$ cat src/sfct_pkg.sv
`timescale 1ns / 1ps
// ----------------------------------------------------------------------------
// sfct_pkg
// Opcodes, status codes and beat payload types of the symbol frequency table.
// ----------------------------------------------------------------------------
package sfct_pkg;

  localparam logic [2:0] OP_COUNT  = 3'd0;
  localparam logic [2:0] OP_APPEND = 3'd1;
  localparam logic [2:0] OP_SORT   = 3'd2;
  localparam logic [2:0] OP_BIT    = 3'd3;
  localparam logic [2:0] OP_READ   = 3'd4;
  localparam logic [2:0] OP_LOOKUP = 3'd5;
  localparam logic [2:0] OP_CLEAR  = 3'd6;

  localparam logic [1:0] ST_OK    = 2'd0;
  localparam logic [1:0] ST_FULL  = 2'd1;
  localparam logic [1:0] ST_LONG  = 2'd2;
  localparam logic [1:0] ST_RANGE = 2'd3;

  typedef struct packed {
    logic [2:0]  opcode;
    logic [7:0]  symbol;
    logic [15:0] init_count;
    logic        code_bit;
    logic [15:0] query_code;
    logic [4:0]  query_length;
    logic [7:0]  entry_index;
  } req_t;

  typedef struct packed {
    logic        found;
    logic [7:0]  out_symbol;
    logic [15:0] out_count;
    logic [15:0] out_code;
    logic [4:0]  out_length;
    logic [8:0]  entry_total;
    logic [1:0]  status;
  } rsp_t;

  // Command broadcast to every cell in one cycle.
  typedef struct packed {
    logic        shift;  // walk: rotate the row by one cell toward the head
    logic        wr;     // head cell: apply update below
    logic        inc;
    logic        add_bit;
    logic        bit_val;
    logic        load;   // head cell: load appended entry
  } cmd_t;

endpackage

$ cat src/sfct_cell.sv
`timescale 1ns / 1ps
// ----------------------------------------------------------------------------
// sfct_cell
// One table entry. Shifts its contents to the previous cell on a walk step.
// ----------------------------------------------------------------------------
module sfct_cell import sfct_pkg::*; #(
  parameter int COUNT_BITS   = 16,
  parameter int MAX_CODE_LEN = 16,
  parameter int LEN_BITS     = 5
) (
  input  logic                    clk_i,
  input  cmd_t                    cmd_i,
  input  logic                    head_i,     // this cell is the head
  input  logic [7:0]              nxt_sym_i,
  input  logic [COUNT_BITS-1:0]   nxt_cnt_i,
  input  logic [MAX_CODE_LEN-1:0] nxt_code_i,
  input  logic [LEN_BITS-1:0]     nxt_len_i,
  input  logic [7:0]              ld_sym_i,
  input  logic [COUNT_BITS-1:0]   ld_cnt_i,
  // sort: head receives second cell's sym/count, second receives head's
  input  logic                    swap_in_i,
  input  logic [7:0]              sw_sym_i,
  input  logic [COUNT_BITS-1:0]   sw_cnt_i,
  output logic [7:0]              sym_o,
  output logic [COUNT_BITS-1:0]   cnt_o,
  output logic [MAX_CODE_LEN-1:0] code_o,
  output logic [LEN_BITS-1:0]     len_o
);

  localparam logic [COUNT_BITS-1:0] CntMax = '1;

  logic [7:0]              sym_q, sym_d;
  logic [COUNT_BITS-1:0]   cnt_q, cnt_d;
  logic [MAX_CODE_LEN-1:0] code_q, code_d;
  logic [LEN_BITS-1:0]     len_q, len_d;

  always_comb begin
    sym_d = sym_q; cnt_d = cnt_q; code_d = code_q; len_d = len_q;
    if (cmd_i.shift) begin
      sym_d = nxt_sym_i; cnt_d = nxt_cnt_i; code_d = nxt_code_i; len_d = nxt_len_i;
    end else if (swap_in_i) begin
      sym_d = sw_sym_i; cnt_d = sw_cnt_i;
    end else if (head_i && cmd_i.load) begin
      sym_d = ld_sym_i; cnt_d = ld_cnt_i; code_d = '0; len_d = '0;
    end else if (head_i && cmd_i.wr) begin
      if (cmd_i.inc && cnt_q != CntMax) cnt_d = cnt_q + 1'b1;
      if (cmd_i.add_bit) begin
        code_d = {code_q[MAX_CODE_LEN-2:0], cmd_i.bit_val};
        len_d  = len_q + 1'b1;
      end
    end
  end

  always_ff @(posedge clk_i) begin
    sym_q <= sym_d; cnt_q <= cnt_d; code_q <= code_d; len_q <= len_d;
  end

  assign sym_o = sym_q;
  assign cnt_o = cnt_q;
  assign code_o = code_q;
  assign len_o = len_q;

endmodule
$ cat config.mk
export PLATFORM = sky130hd
export DESIGN_NAME = sfct_cell
export DESIGN_NICKNAME = d
export VERILOG_FILES = /design/src/sfct_pkg.sv /design/src/sfct_cell.sv
export SDC_FILE = /design/constraint.sdc
export NUM_CORES = 1
export LEC_CHECK = 0
export BUFFER_PORTS_ARGS = -buffer_cell sky130_fd_sc_hd__clkbuf_2
export CAP_MARGIN = 15
export CORE_MARGIN = 8
export CORE_UTILIZATION = 40
export CTS_CLUSTER_SIZE = 20
export DETAILED_ROUTE_END_ITERATION = 6
export GPL_ROUTABILITY_DRIVEN = 0
export PLACE_DENSITY = 0.76
export SETUP_SLACK_MARGIN = 0.02
export SYNTH_ARGS = -nofsm -noshare
export SYNTH_HDL_FRONTEND = slang
export SYNTH_SLANG_ARGS = --single-unit
$ cat constraint.sdc
create_clock -name clk_i -period 2.3 [get_ports clk_i]
set_input_delay 0.46 -clock clk_i [delete_from_list [all_inputs] [get_ports clk_i]]
set_output_delay 0.46 -clock clk_i [all_outputs]
set_load 0.02 [all_outputs]
==> results.py <==
metrics = {
    "pwr": {
        "p_sw_frac": 0.303,
        "ir_worst_vdd_mv": 0.347,
        "power_density_mw_per_mm2": 631,
        "switching_power_mw": 0.681,
        "seqPwrFrac": 0.486,
        "internal_power_mw": 1.56,
        "leakagePower_nw": 1.58,
        "power.total_mw": 2.25,
        "clkPwrFrac": 0.270,
        "combinationalPowerShare": 0.244,
    },
    "clock_tree": {
        "cts_resized": 0,
        "clockBufferDepth": 2,
        "cts_sinks": 45,
        "postCtsHoldBufs": 0,
        "cts_made_buffers": 5,
        "cts_setup_buffers": 0,
        "clkTransAtPathRegs_ns": 0.09,
        "cts-root-buf": "clkbuf_8",
        "cts_tree": "built",
        "clkLatencyLatePin_ns": 0.29,
        "htree_levels": 2,
    },
    "setup_path": {
        "cp.required_ns": 2.23,
        "crit_path_end_kind": "flip-flop",
        "startpoint_type": "flip-flop",
        "crit_arrival_ns": 1.97,
        "worstSetupPathType": "reg -> reg",
        "path_max_fanout": 16,
    },
    "floorplanning": {
        "die_y_um": 97.1,
        "die_w_um": 97.1,
        "design.core.area_mm2": 0.00635,
        "row_count": 29,
        "ioPinCount": 147,
        "start_util": 0.415,
        "die_area_mm2": 0.00943,
    },
    "global_route": {
        "gr-usage-all-layers": 0.167,
        "grt_max_degree": 88,
        "antenna_found_initial": 0,
        "grt-ovfl-total": 0,
        "grt_pass1_vias": 2706,
        "grt_pass1_wl_mm": 13.3,
    },
    "synth": {
        "yosys_warnings": 0,
        "synthArstFlopShare": 0,
        "synth_edf_count": 45,
        "synth_top_area_cell": "edfxtp_1",
        "syn-num-nets": 372,
        "synth-seq-cells": 45,
        "synth_cell_types": 32,
        "synth_area_leaders": "edfxtp_1, nand2_1, o21ai_0",
        "synth_flop_cell": "edfxtp_1",
        "synth_top_cells_by_count": "nand2_1, edfxtp_1, o21ai_0",
        "syn-cell-area_mm2": 0.00263,
        "synthCells": 268,
        "yosysMostFrequentCell": "nand2_1",
        "avgSynthCellArea_um2": 9.82,
        "ys_seq_area_frac": 0.513,
        "synth.top_cell.area_share": 0.513,
    },
    "layout": {
        "drive_above_1_share": 0.401,
        "num_antenna_cells": 0,
        "num-fill-cells": 586,
        "post-route-cell-area_mm2": 0.00356,
        "area_growth_pct": 35.2,
        "fin_nets": 512,
        "final_util": 0.560,
    },
    "sta": {
        "setup_ws_ns": 0.256,
        "slew_headroom": 0.508,
        "worst_pin_slew_ns": 0.737,
        "min_period_ns": 2.04,
        "hold_violations": 0,
        "fin_crit_sh": 0.889,
        "drv_slew": 0,
        "fin_worst_skew_ns": 0.00424,
        "rsz0062_at_grt": "no",
        "finalSetupViolations": 0,
        "fin_setup_tns_ns": 0,
        "fmax_mhz": 489,
    },
    "run": {
        "max_cap_violations": 0,
    },
    "placement": {
        "post_dp_cell_area_mm2": 0.00344,
        "dpl.hpwl_mm": 6.28,
        "dp_slack_ns": 0.247,
        "io_buffers": 146,
    },
    "route": {
        "vias_per_cell": 5.25,
        "initialDrtViolationCount": 116,
        "vias": 2553,
        "drc_errors": 0,
        "firstDrtPassIters": 4,
        "wl_mm": 8.08,
        "post_drt_wl_per_cell_um": 16.6,
        "drtAntennaViolNets": 0,
    },
    "outcome": {
        "status": "complete, no violations",
    },
    "hold_path": {
        "min-delay-path-class": "in -> reg",
    },
}
[cell usage in the layout (no fill, tap or decap), drive strengths merged, types with 3 or more instances in the layout]
master,Yosys,layout
a21oi,16,16
a221o,3,3
a22o,3,3
buf,6,5
clkbuf,12,151
edfxtp,45,45
inv,3,3
mux2i,10,10
nand2,62,62
nand3,9,9
nand4,3,3
nor2,6,6
nor3b,10,10
nor4,6,6
o21ai,31,31
o221ai,10,10
o31ai,3,3
xnor2,13,13
xor2,3,3
[critical path, cell delays in order (launching register included)]
cell	delay, ns
edfxtp_1	0.45
ha_1	0.29
nand3_2	0.14
nor4_1	0.07
nand2_1	0.07
a41o_1	0.66
[power by group through the flow]
| stage | registers, mW | clock network [mW] | logic, mW |
|---|---|---|---|
| floorplan | 1.21 | 0 | 0.208 |
| detailed placement | 1.11 | 0 | 0.555 |
| global placement | 1.10 | 0 | 0.548 |
| finish | 1.09 | 0.607 | 0.548 |
| global route | 1.10 | 0.648 | 0.607 |
| CTS | 1.09 | 0.620 | 0.556 |
[cell type report]
cell class,instances,area [um^2],share of cell area
Timing Repair Buffer,151,781,0.219
Sequential cell,45,1350,0.380
Clock inverter,3,46.3,0.0130
Multi-Input combinational cell,202,1200,0.338
Tap cell,77,96.3,0.0271
Inverter,3,11.3,0.00316
Clock buffer,5,68.8,0.0193
[layer usage]
| layer | routed length (um) | vias up | global-route usage | part of all wire |
|---|---|---|---|---|
| li1 | - | 1273 | - | - |
| met1 | 3320 | 1161 | 0.195 | 0.41 |
| met2 | 3930 | 109 | 0.283 | 0.49 |
| met3 | 750 | 10 | 0.0619 | 0.093 |
| met4 | 82 | 0 | 0.0414 | 0.010 |
| met5 | 0 | - | 0 | 0 |
[path summary, 6_finish.rpt]
path                        start                    to  slack, ns  cells past startpoint
min                  nxt_len_i[0]    len_o[0]$_DFFE_PP_       0.44                      3
min reg2reg  code_o[12]$_DFFE_PP_  code_o[13]$_DFFE_PP_       0.63                      2
max            cnt_o[0]$_DFFE_PP_    cnt_o[0]$_DFFE_PP_       0.26                      5
max reg2reg    cnt_o[0]$_DFFE_PP_    cnt_o[0]$_DFFE_PP_       0.26                      5
[cells by family after synthesis]
family | share of synthesized area
mux | 0.0423
fa+ha+maj | 0.00950
buf+inv | 0.0309
flops | 0.513
simple gates | 0.186
xor+xnor | 0.0532
compound gates | 0.165
[per-stage QoR]
stage | hold slack (ns) | cells
5_1_grt | 0.442 | 486
3_5_place_dp | 0.613 | 478
6_report | 0.437 | 486
3_3_place_gp | 0.601 | 478
2_1_floorplan | 0.647 | 268
4_1_cts | 0.427 | 486
[flip-flops by register name (all words and copies together) (netlist names)]
name / cells
len_o: 5
code_o: 16
sym_o: 8
cnt_o: 16
Power figures use the tool's default switching activity.
